[config.mk]
export PLATFORM = sky130hd
export DESIGN_NAME = combined_lcg_shuffle_rng_unit
export DESIGN_NICKNAME = d
export VERILOG_FILES = /design/src/rtl/core/clsr_pkg.sv /design/src/rtl/core/clsr_modmul.sv /design/src/rtl/core/clsr_table.sv /design/src/rtl/core/combined_lcg_shuffle_rng_unit.sv
export SDC_FILE = /design/constraint.sdc
export NUM_CORES = 2
export LEC_CHECK = 0
export ABC_AREA = 1
export BUFFER_PORTS_ARGS = -buffer_cell sky130_fd_sc_hd__buf_2
export CORE_MARGIN = 2
export CORE_UTILIZATION = 35
export CTS_CLUSTER_DIAMETER = 80
export CTS_CLUSTER_SIZE = 10
export DETAILED_ROUTE_END_ITERATION = 6
export PLACE_DENSITY_LB_ADDON = 0.08
export SETUP_SLACK_MARGIN = 0.4
export SLEW_MARGIN = 40
export SYNTH_ARGS = -nofsm -noshare
export SYNTH_HDL_FRONTEND = slang
export SYNTH_SLANG_ARGS = --single-unit
export TNS_END_PERCENT = 50
[constraint.sdc]
create_clock -name clk -period 13.55 [get_ports clk]
set_input_delay 0.6775 -clock clk [delete_from_list [all_inputs] [get_ports clk]]
set_output_delay 0.6775 -clock clk [all_outputs]
set_load 0.1 [all_outputs]
[src/rtl/core/clsr_pkg.sv]
package clsr_pkg;

	localparam int VAL_W  = 31;
	localparam int MUL_W  = 16;
	localparam int FOLD_W = 8;
	localparam int PROD_W = VAL_W + MUL_W;

	localparam int SHUFFLE_ENTRIES_DEF = 32;
	localparam int WARMUP_STEPS        = 8;

	// moduli are 2^31 - fold
	localparam logic [31:0]       MOD_ONE  = 32'd2147483563;
	localparam logic [31:0]       MOD_TWO  = 32'd2147483399;
	localparam logic [MUL_W-1:0]  MUL_ONE  = 16'd40014;
	localparam logic [MUL_W-1:0]  MUL_TWO  = 16'd40692;
	localparam logic [FOLD_W-1:0] FOLD_ONE = 8'd85;
	localparam logic [FOLD_W-1:0] FOLD_TWO = 8'd249;

	localparam logic [VAL_W-1:0] FIRST_RESET  = 31'd1;
	localparam logic [VAL_W-1:0] SECOND_RESET = 31'd123456789;

	typedef enum logic {
		GEN_ONE,
		GEN_TWO
	} gen_t;

	typedef struct packed {
		logic load;
		gen_t sel;
	} mm_req_t;

	typedef enum logic [3:0] {
		ST_IDLE,
		ST_SEED_MUL,
		ST_SEED_RED,
		ST_MUL_ONE,
		ST_RED_ONE,
		ST_RED_TWO,
		ST_READ,
		ST_WRITE
	} state_t;

endpackage

[src/rtl/core/clsr_modmul.sv]
module clsr_modmul (
	input  logic                            clk,
	input  clsr_pkg::mm_req_t               req,
	input  logic [clsr_pkg::VAL_W-1:0]      z,
	output logic [clsr_pkg::VAL_W-1:0]      res
);

	logic [clsr_pkg::MUL_W-1:0]  mul;
	logic [clsr_pkg::PROD_W-1:0] p_s1;
	clsr_pkg::gen_t              sel_s1;

	logic [clsr_pkg::MUL_W-1:0]  hi;
	logic [clsr_pkg::VAL_W-1:0]  lo;
	logic [clsr_pkg::FOLD_W-1:0] fold;
	logic [31:0]                 modulus;
	logic [31:0]                 sum;
	logic [31:0]                 sum_sub;

	assign mul = (req.sel == clsr_pkg::GEN_ONE) ? clsr_pkg::MUL_ONE : clsr_pkg::MUL_TWO;

	always_ff @(posedge clk) begin
		if (req.load) begin
			p_s1   <= clsr_pkg::PROD_W'(mul) * clsr_pkg::PROD_W'(z);
			sel_s1 <= req.sel;
		end
	end

	// a*z = hi*2^31 + lo == hi*fold + lo (mod 2^31 - fold); one correction
	assign hi      = p_s1[clsr_pkg::PROD_W-1:clsr_pkg::VAL_W];
	assign lo      = p_s1[clsr_pkg::VAL_W-1:0];
	assign fold    = (sel_s1 == clsr_pkg::GEN_ONE) ? clsr_pkg::FOLD_ONE : clsr_pkg::FOLD_TWO;
	assign modulus = (sel_s1 == clsr_pkg::GEN_ONE) ? clsr_pkg::MOD_ONE : clsr_pkg::MOD_TWO;
	assign sum     = (32'(hi) * 32'(fold)) + 32'(lo);
	assign sum_sub = sum - modulus;
	assign res     = (sum >= modulus) ? sum_sub[clsr_pkg::VAL_W-1:0]
	                                  : sum[clsr_pkg::VAL_W-1:0];

endmodule

[src/rtl/core/clsr_table.sv]
module clsr_table #(
	parameter int ENTRIES = clsr_pkg::SHUFFLE_ENTRIES_DEF,
	parameter int IW      = $clog2(ENTRIES)
) (
	input  logic                       clk,
	input  logic                       arst_n,
	input  logic                       rd_en,
	input  logic [IW-1:0]              rd_addr,
	input  logic                       wr_en,
	input  logic [IW-1:0]              wr_addr,
	input  logic [clsr_pkg::VAL_W-1:0] wr_data,
	output logic [clsr_pkg::VAL_W-1:0] rd_data
);

	logic [clsr_pkg::VAL_W-1:0] mem [ENTRIES];
	logic [ENTRIES-1:0]         vld_q;
	logic                       rd_vld_q;
	logic [clsr_pkg::VAL_W-1:0] rd_data_q;

	always_ff @(posedge clk) begin
		if (wr_en) begin
			mem[wr_addr] <= wr_data;
		end
		if (rd_en) begin
			rd_data_q <= mem[rd_addr];
		end
	end

	// unwritten entries read as zero
	always_ff @(posedge clk or negedge arst_n) begin
		if (!arst_n) begin
			vld_q    <= '0;
			rd_vld_q <= 1'b0;
		end else begin
			if (wr_en) begin
				vld_q[wr_addr] <= 1'b1;
			end
			if (rd_en) begin
				rd_vld_q <= vld_q[rd_addr];
			end
		end
	end

	assign rd_data = rd_vld_q ? rd_data_q : '0;

endmodule

[src/rtl/core/combined_lcg_shuffle_rng_unit.sv]
// Combined two-generator random number unit with a shuffle table. Each item
// is a draw (action = 0) or a reseed followed by a draw (action = 1) and gives
// exactly one value in 1 .. 2147483562; divide by 2147483563 for a fraction.
// A seed of zero is taken as one. One item is worked at a time: in_stall is
// high from acceptance until the result is placed in the output register,
// which then waits for the consumer while the next item may already enter;
// a result still held there by out_stall delays that hand-off.
// A draw runs the multiply and reduce steps of both generators, then the
// registered table read and the write-back, before the next item is
// accepted; a reseed first adds 8 + SHUFFLE_ENTRIES generator-one steps for
// warmup and table fill. This is set by the single shared multiply-and-reduce
// unit, which registers each product and then reduces it. The table index
// comes from a combinational comparison of the last output with the constant
// slot boundaries. The table reads as all zeros after reset.
module combined_lcg_shuffle_rng_unit #(
	parameter int SHUFFLE_ENTRIES = clsr_pkg::SHUFFLE_ENTRIES_DEF
) (
	input  logic                       clk,
	input  logic                       arst_n,
	input  logic                       in_valid,
	output logic                       in_stall,
	input  logic                       action,
	input  logic [clsr_pkg::VAL_W-1:0] seed,
	output logic                       out_valid,
	input  logic                       out_stall,
	output logic [clsr_pkg::VAL_W-1:0] value
);

	localparam int IW = $clog2(SHUFFLE_ENTRIES);
	localparam int CW = $clog2(clsr_pkg::WARMUP_STEPS + SHUFFLE_ENTRIES);
	// width of one table slot in the output range
	localparam logic [31:0] SPAN    = 32'(1 + (2147483562 / SHUFFLE_ENTRIES));
	localparam logic [CW-1:0] SEED_CNT  =
		CW'(clsr_pkg::WARMUP_STEPS + SHUFFLE_ENTRIES - 1);
	localparam logic [CW-1:0] FILL_CNT  = CW'(SHUFFLE_ENTRIES);
	localparam logic [31:0]   WRAP_ADD  = clsr_pkg::MOD_ONE - 32'd1;

	typedef struct packed {
		logic seed_load;  // load both generators from the seed
		logic g1_we;
		logic g2_we;
		logic fill_we;    // table fill during reseed
		logic fill_last;  // last fill step also sets last output
		logic cnt_dec;
		logic idx_load;
		logic tbl_rd;
		logic draw_done;
	} ctl_t;

	clsr_pkg::state_t  state_q, state_d;
	clsr_pkg::mm_req_t mm_req;
	ctl_t              ctl;

	logic [clsr_pkg::VAL_W-1:0] g1_q, g2_q, last_q;
	logic [CW-1:0]              cnt_q;
	logic [IW-1:0]              idx_q;
	logic                       out_valid_q;
	logic [clsr_pkg::VAL_W-1:0] value_q;

	logic [clsr_pkg::VAL_W-1:0] mm_z, mm_res;
	logic [clsr_pkg::VAL_W-1:0] seed_eff;
	logic                       out_free;
	logic                       cnt_zero;
	logic [IW-1:0]              idx_c;
	logic [clsr_pkg::VAL_W-1:0] tbl_rdata;
	logic                       tbl_we;
	logic [IW-1:0]              tbl_waddr;
	logic [clsr_pkg::VAL_W-1:0] tbl_wdata;
	logic [31:0]                diff;
	logic [31:0]                diff_wrap;
	logic [clsr_pkg::VAL_W-1:0] draw_val;

	assign in_stall  = (state_q != clsr_pkg::ST_IDLE);
	assign out_valid = out_valid_q;
	assign value     = value_q;
	assign out_free  = !out_valid_q || !out_stall;
	assign cnt_zero  = (cnt_q == '0);
	assign seed_eff  = (seed == '0) ? clsr_pkg::VAL_W'(1) : seed;

	// ---------------- sequencer ----------------
	always_comb begin
		state_d = state_q;
		case (state_q)
			clsr_pkg::ST_IDLE: begin
				if (in_valid) begin
					state_d = action ? clsr_pkg::ST_SEED_MUL : clsr_pkg::ST_MUL_ONE;
				end
			end
			clsr_pkg::ST_SEED_MUL: state_d = clsr_pkg::ST_SEED_RED;
			clsr_pkg::ST_SEED_RED: begin
				state_d = cnt_zero ? clsr_pkg::ST_MUL_ONE : clsr_pkg::ST_SEED_MUL;
			end
			clsr_pkg::ST_MUL_ONE: state_d = clsr_pkg::ST_RED_ONE;
			clsr_pkg::ST_RED_ONE: state_d = clsr_pkg::ST_RED_TWO;
			clsr_pkg::ST_RED_TWO: state_d = clsr_pkg::ST_READ;
			clsr_pkg::ST_READ: state_d = clsr_pkg::ST_WRITE;
			clsr_pkg::ST_WRITE: begin
				if (out_free) begin
					state_d = clsr_pkg::ST_IDLE;
				end
			end
			default: state_d = clsr_pkg::ST_IDLE;
		endcase
	end

	always_comb begin
		ctl        = '0;
		mm_req     = '{load: 1'b0, sel: clsr_pkg::GEN_ONE};
		case (state_q)
			clsr_pkg::ST_IDLE: begin
				ctl.seed_load = in_valid && action;
			end
			clsr_pkg::ST_SEED_MUL: begin
				mm_req.load = 1'b1;
			end
			clsr_pkg::ST_SEED_RED: begin
				ctl.g1_we     = 1'b1;
				ctl.fill_we   = (cnt_q < FILL_CNT);
				ctl.fill_last = cnt_zero;
				ctl.cnt_dec   = !cnt_zero;
			end
			clsr_pkg::ST_MUL_ONE: begin
				mm_req.load = 1'b1;
			end
			clsr_pkg::ST_RED_ONE: begin
				// multiplier is free again: start generator two
				ctl.g1_we   = 1'b1;
				mm_req.load = 1'b1;
				mm_req.sel  = clsr_pkg::GEN_TWO;
			end
			clsr_pkg::ST_RED_TWO: begin
				ctl.g2_we    = 1'b1;
				ctl.idx_load = 1'b1;
			end
			clsr_pkg::ST_READ: begin
				ctl.tbl_rd = 1'b1;
			end
			clsr_pkg::ST_WRITE: begin
				ctl.draw_done = out_free;
			end
			default: begin
				ctl = '0;
			end
		endcase
	end

	// ---------------- shared generator step ----------------
	assign mm_z = (mm_req.sel == clsr_pkg::GEN_TWO) ? g2_q : g1_q;

	clsr_modmul u_modmul (
		.clk (clk),
		.req (mm_req),
		.z   (mm_z),
		.res (mm_res)
	);

	// ---------------- table index: last output / SPAN ----------------
	// highest slot whose lower boundary is at or below the last output;
	// the top slot also takes anything past the end of the range
	always_comb begin
		idx_c = '0;
		for (int k = 1; k < SHUFFLE_ENTRIES; k++) begin
			if ({1'b0, last_q} >= SPAN * 32'(k)) begin
				idx_c = IW'(k);
			end
		end
	end

	// ---------------- shuffle table ----------------
	assign tbl_we    = ctl.fill_we || ctl.draw_done;
	assign tbl_waddr = ctl.fill_we ? cnt_q[IW-1:0] : idx_q;
	assign tbl_wdata = ctl.fill_we ? mm_res : g1_q;

	clsr_table #(
		.ENTRIES (SHUFFLE_ENTRIES),
		.IW      (IW)
	) u_table (
		.clk     (clk),
		.arst_n  (arst_n),
		.rd_en   (ctl.tbl_rd),
		.rd_addr (idx_q),
		.wr_en   (tbl_we),
		.wr_addr (tbl_waddr),
		.wr_data (tbl_wdata),
		.rd_data (tbl_rdata)
	);

	// entry minus generator two, wrapped into 1 .. MOD_ONE-1
	assign diff      = {1'b0, tbl_rdata} - {1'b0, g2_q};
	assign diff_wrap = diff + WRAP_ADD;
	assign draw_val  = (diff[31] || (diff == '0)) ? diff_wrap[clsr_pkg::VAL_W-1:0]
	                                              : diff[clsr_pkg::VAL_W-1:0];

	// ---------------- state and datapath registers ----------------
	always_ff @(posedge clk or negedge arst_n) begin
		if (!arst_n) begin
			state_q     <= clsr_pkg::ST_IDLE;
			g1_q        <= clsr_pkg::FIRST_RESET;
			g2_q        <= clsr_pkg::SECOND_RESET;
			last_q      <= '0;
			cnt_q       <= '0;
			idx_q       <= '0;
			out_valid_q <= 1'b0;
			value_q     <= '0;
		end else begin
			state_q <= state_d;

			if (ctl.seed_load) begin
				g1_q  <= seed_eff;
				g2_q  <= seed_eff;
				cnt_q <= SEED_CNT;
			end
			if (ctl.g1_we) begin
				g1_q <= mm_res;
			end
			if (ctl.g2_we) begin
				g2_q <= mm_res;
			end
			if (ctl.fill_last) begin
				last_q <= mm_res;
			end
			if (ctl.cnt_dec) begin
				cnt_q <= cnt_q - CW'(1);
			end

			if (ctl.idx_load) begin
				idx_q <= idx_c;
			end

			if (ctl.draw_done) begin
				last_q      <= draw_val;
				value_q     <= draw_val;
				out_valid_q <= 1'b1;
			end else if (!out_stall) begin
				out_valid_q <= 1'b0;
			end
		end
	end

endmodule

**After elaboration in Yosys (flattened, before gate mapping)**

Memories as Yosys holds them, arrays and structs flattened. A register that Yosys moved wholly into a read port is not among the register bits.
Cells that the tools add are included.

- Input port bits: 36
- Bits in writable memories: 992
- Output and inout port bits: 33
- Word-level logic and storage cells: 156
- Memories kept: 1
- Flip-flop bits (word level): 221

Memory list:

| memory | depth | bits a word | read ports | clocked after memory_dff | wr ports | line | RTL |
|---|---|---|---|---|---|---|---|
| u_table.mem | 32 | 31 | 1 | 1 | 1 | clsr_table.sv:15 | `logic [clsr_pkg::VAL_W-1:0] mem [ENTRIES];` |

- Multipliers: 2
- Reductions and logical operators: 20
- $lt $le $gt $ge: 36
- Equality and inequality tests: 10
- Mux-type cells: 69
- Bitwise operators: 1
- Add/subtract/negate cells: 5

Operator list:

| kind | number |
|---|---|
| $ge A31 B31 Y1 const B | 15 |
| $mux W31 | 11 |
| $ge A31 B30 Y1 const B | 8 |
| $mux W5 | 31 |
| $ge A31 B29 Y1 const B | 4 |
| $ge A31 B28 Y1 const B | 2 |
| $mul A16 B31 Y47 | 1 |
| $add A24 B31 Y32 | 1 |
| $ge A32 B31 Y1 | 1 |
| $logic_not A32 Y1 | 1 |
| $or A32 B32 Y32 | 1 |
| $pmux W4 S8 | 1 |
| $sub A31 B31 Y32 | 1 |
| $add A31 B31 Y31 const B | 1 |
| $ge A31 B26 Y1 const B | 1 |
| $ge A31 B27 Y1 const B | 1 |
| $logic_not A31 Y1 | 1 |
| $sub A31 B31 Y31 | 1 |
| $mul A16 B8 Y24 | 1 |
| $eq A4 B3 Y1 const B | 4 |
| $mux W8 | 2 |
| $mux W1 | 14 |
| $lt A5 B6 Y1 const B | 2 |
| $mux W6 | 2 |
| 23 further kinds | 35 |

**Depth between registers and ports, before layout**

- Depth after elaboration: 32
- Depth in mapped cells: 40
- Gate-level depth less buffers: 38

**By module**

A second synthesis with hierarchy kept.

- Cells, all modules: 7452
- Area, all modules: 72507.0 um2

By module, submodules not included:

| module | instances | area each (um2) | seq. area each (um2) | cells each |
|---|---|---|---|---|
| clsr_table | 1 | 42684.7 | 31545.3 | 3509 |
| clsr_modmul | 1 | 19412.4 | 1411.4 | 2395 |
| combined_lcg_shuffle_rng_unit | 1 | 10410.0 | 3474.6 | 1548 |

**Worst setup path after synthesis**

OpenSTA, ideal clock, no wires.

- Kind: register to register
- Start: register state_q[0]
- End: register u_modmul.p_s1[46] (netlist bit) (data pin)
- Arrival time: 7716 ps
- Library setup time: 262 ps
- Stages on the path, launching flop included: 32
- Data required time: 13288 ps
- Path buffers: 2
- Period minus slack after synthesis: 7977 ps
- Setup slack: 5573 ps
- Path through: dfrtp_1 -> nor2_1 -> inv_1 -> nor2_1 -> inv_1 -> clkbuf_1 -> clkbuf_1 -> o21ai_0 -> fa_1 -> fa_1 -> fa_1 -> inv_1 -> fa_1 -> fa_1 -> inv_1 -> fa_1 -> ha_1 -> a21oi_1 -> nand2_1 -> a21oi_1 -> o21ai_1 -> a21oi_1 -> o21bai_1 -> a21oi_1 -> inv_1 -> a21oi_1 -> inv_1 -> a21oi_1 -> o21bai_1 -> a31oi_1 -> o21ai_1 -> xor2_1

- Word-level cells in the longest chain between the ends: 4
- Elaborated cells between the ends (all ways): 5
- Those cells by class: mul: 1; eq/ne: 1; mux: 3

Ends and longest elaborated chain:

| item | line | RTL |
|---|---|---|
| from (decl) | combined_lcg_shuffle_rng_unit.sv:50 | `clsr_pkg::state_t state_q, state_d;` |
| from (signal assigned) | combined_lcg_shuffle_rng_unit.sv:197 | `state_q <= clsr_pkg::ST_IDLE;` |
| from (signal assigned) | combined_lcg_shuffle_rng_unit.sv:206 | `state_q <= state_d;` |
| $eq A4 B3 Y1 (*) | combined_lcg_shuffle_rng_unit.sv:109 | `case (state_q)` |
| $mux W1 (*) | combined_lcg_shuffle_rng_unit.sv:109 |  |
| $mux W10 / $mux W31 (equally long branches) | clsr_modmul.sv:19, combined_lcg_shuffle_rng_unit.sv:148 |  |
| $mul A16 B31 Y47 (*) | clsr_modmul.sv:23 | `p_s1 <= clsr_pkg::PROD_W'(mul) * clsr_pkg::PROD_W'(z);` |
| to (signal assigned) | clsr_modmul.sv:23 |  |
| to (decl) | clsr_modmul.sv:9 | `logic [clsr_pkg::PROD_W-1:0] p_s1;` |

Every way passes the cells marked *; elsewhere a longest branch is shown, timed or not.
A chain may end at the register's enable or synchronous reset.

**Worst setup path in the final report**

- Start: register state_q[2]
- End: register u_modmul.p_s1[46] (netlist bit) (data pin)

Same word-level chain as after synthesis.

==> results list <==
- STA puts the critical path data arrival time at 9520 ps.
- Total of buffers placed on input and output ports: slightly below 70
- Count of cell types in the netlist: 66
* Final setup margin: 4570 ps
- Filler Cell Count: between 15000 and 20000
* Number of violations of the max-capacitance limit: 0
* Clock tree from TritonCTS: done
- The min-delay analysis places its worst path in the category input pin to flop.
- Global routing used 23.1% of the available tracks.
- The critical path is of the flop to flop type.
- Post-Synthesis Mean Instance Area: roughly 11 µm²
- Via count: roughly 48000
- Synthesized cell area: approximately 70000 µm²
- Buffers inserted during clock tree synthesis total roughly 150.
- Prevailing post-synth register cell: sky130_fd_sc_hd__edfxtp_1
- By area the synthesized netlist is led by sky130_fd_sc_hd__edfxtp_1 47%, sky130_fd_sc_hd__fa_1 11%, sky130_fd_sc_hd__dfrtp_1 5.6%.
- The flow ran to the end, and the final reports show no timing, DRC or antenna violations.
- The area growth from synthesis to layout is 12.1%.
* Cell with the most instances after synthesis: sky130_fd_sc_hd__edfxtp_1
- GRT Residual Overflow: 0
- For flop-to-flop paths, the worst setup slack is 4570 ps.
- Routability-driven placement finished with a final weighted congestion of 0.913.
- Die extent in x: about 450 µm
- Sorting the synthesized cells by how often they occur yields 1070 x sky130_fd_sc_hd__edfxtp_1, 860 x sky130_fd_sc_hd__nor2_1, 829 x sky130_fd_sc_hd__nand2_1.
- The clock arrives with 39.6 ps of skew.
- Fraction of layout cells with a size suffix above 1: around 8.8%
- Timing would allow up to 111 MHz.
- Of all flip-flops after synthesis, the portion carrying an async set or reset was between 10% and 20%.
* Count of hold buffers inserted by post-cts repair: 1
- Counting flops and latches in the post-synthesis netlist gives about 1200.
- Endpoint of the lowest-slack register-to-register path: u_modmul.p_s1[46]
- From bottom edge to top edge, the die measures between 400 and 500 µm.
- Launch point of the worst reg-to-reg path: state_q[2]
- Detailed placement finished with a half-perimeter wire length of around 150 mm.
- The cell that appears most often on the critical path is sky130_fd_sc_hd__inv_1.
- Buffer type at the clock tree root: sky130_fd_sc_hd__clkbuf_16
- Area taken by flip-flops and latches: 36400 µm²
* Hold Crit Start: seed[7]
* Number of DRC violations after detailed routing: 0
- CTS built an H-tree with a depth of 4.
- Final hold violation count: 0
* Largest net degree at the start of global routing: 145
- Post-CTS setup buffer count: 0
- Overall routed net length: between 200 and 250 mm
* Clk sink count: ~1200
- For this block, the initial DRC count from the detailed router was about 4100.
- In the routed layout, each cell is associated on average with a via count of ~5.3.
* Number of synthesized flops with an enable pin: about 1100
* Setup WS pre-CTS: 4360 ps
- The number of nets handed over by synthesis was slightly above 7000.
- The via count of the first global-routing pass came to roughly 48000.
- Measured against its own limit, the worst slew margin works out to 35.5%.
- The worst register-to-register path has a depth of 31.
- Worst Hold Depth: 3
* Critical path peak fanout: 53
* Sequential area share after synthesis: between 50% and 60%
- Cell Rows: between 150 and 200
- Tightest Pin Transition: a little under 1000 ps
- Cell taking the most area after synthesis: sky130_fd_sc_hd__edfxtp_1
- Maximum clock insertion buffer count: 3
- Clock transition at the registers of the reported paths: roughly 60 ps
* Setup crit start kind: flop
- Pin placement for this block handled approximately 70 I/O pins.
* Portion of synthesized cell area occupied by the leading cell type: a little under half
- Instance count of the mapped netlist: ~6400
- The multi-input combinational cells in the finished layout cover a total of about 29000 µm².
* Wire length of the first global-routing pass: ~340 mm
- During synthesis, Yosys emitted a total of 0 warnings.
- Length of the first detailed-routing pass in iterations: 6
- STA classifies the critical path endpoint as a flop.
* Post-route fraction of the period consumed by the critical path: 66.3%
- CORE AREA: 195000 µm²
- Final critical-path required period: 8980 ps
- The initial antenna violation count was 6.
- The die covers about 200000 µm².
- Setup violations remaining at the end of the flow were counted as 0.
- Setup repair after global routing left no endpoint under its margin.
- The path with the worst hold slack has its endpoint at g2_q[7].
* Crit path max-delay cell type: sky130_fd_sc_hd__o21ai_1
* Post-detailed-route wirelength per cell: 25.1 µm
- Clk_lat worst skew: roughly 790 ps
- After the last flow step, the layout net total stands at about 7200.
- Max incr delay on CP: 650 ps
* Initial core utilization: about a third
* Number of gates resized after cts: 0
* Number of max-slew violations in the final report: 0
- Summed over all failing endpoints, the final setup total negative slack is 0 ps.
- Data required, critical path: approximately 14000 ps
* Antenna Violating Nets Remaining: 0
[layer usage]
layer	GRT usage (%)	up-vias	routed length (µm)	part of all wire, %
met5	0	-	13	0.0056
met4	5.52	2	5320	2.3
met3	2.74	254	10600	4.6
met2	38.3	1194	110000	48
met1	32.3	24590	105000	45
li1	-	22262	-	-
[per-stage QoR]
step | instance area [µm²] | instances | util, % | hold WS [ps]
floorplan | 69000 | 6448 | - | 382
global placement | 72900 | 8976 | 37.3 | 442
detailed placement | 73200 | 8990 | 37.5 | 448
CTS | 77300 | 9189 | 39.6 | 123
global route | 77300 | 9191 | 39.6 | 150
finish | 77300 | 9193 | 39.6 | 188
[layout by cell type (no fill, tap or decap), drive strengths merged, types with 17 or more instances in the layout]
cell and count:
nand2 839, nor3 26, inv 788, ha 284, clkbuf 183, dfstp 17
dfrtp 154, a32oi 30, o21ai 778, o221ai 223, a21oi 168, a31oi 58
nor2 863, xnor2 43, nand3 160, o22ai 59, buf 213, xor2 93
edfxtp 1070, fa 377, or2 25
[registers in the layout (all words and copies together), names as in the netlist]
register           flops
u_table.mem          992
u_modmul.p_s1         46
u_table.vld_q         32
g1_q                  31
g2_q                  31
u_table.rd_data_q     31
value                 31
last_q                30
cnt_q                  6
idx_q                  5
state_q                3
out_valid              1
u_modmul.sel_s1        1
u_table.rd_vld_q       1
[kinds of logic (layout without fill, tap and decap cells)]
kind of cell	after synthesis	count (layout)	synth area share, %
buffers and inverters	1081	1199	5.98
AND/OR/NAND/NOR	1947	1947	11.3
AO/OA/AOI/OAI	1381	1381	12.0
other	1	4	0.00544
adder cells (fa/ha/maj)	661	661	16.1
XOR/XNOR	136	136	1.80
flip-flops	1241	1241	52.8
[worst max path at each step]
stage,start,to
final,state_q[2],u_modmul.p_s1[46]
after global routing,state_q[2],u_modmul.p_s1[44]
after CTS,state_q[2],u_modmul.p_s1[46]
after detailed placement,state_q[2],u_modmul.p_s1[46]
after global placement,state_q[2],u_modmul.p_s1[44]
after floorplan,state_q[0],u_modmul.p_s1[46]
[cell type report]
class                           count  area share [%]
Clock buffer                      182            5.01
Sequential cell                  1241            47.1
Multi-Input combinational cell   4126            37.3
Timing Repair Buffer              215            2.16
Antenna cell                        3         0.00971
Clock inverter                     16           0.285
Tap cell                         2624            4.24
Inverter                          786            3.85
[critical path, delay by kind of cell, from the launching register on]
family                   cells  cell delay [ps]
buffers and inverters        9             1350
AND/OR/NAND/NOR              1              590
flip-flops                   1              450
XOR/XNOR                     1              150
adder cells (fa/ha/maj)      7             3250
AO/OA/AOI/OAI               13             2910
Power is not shown: default switching activity piles up to over one toggle a cycle in this logic, so the estimate is an artifact.
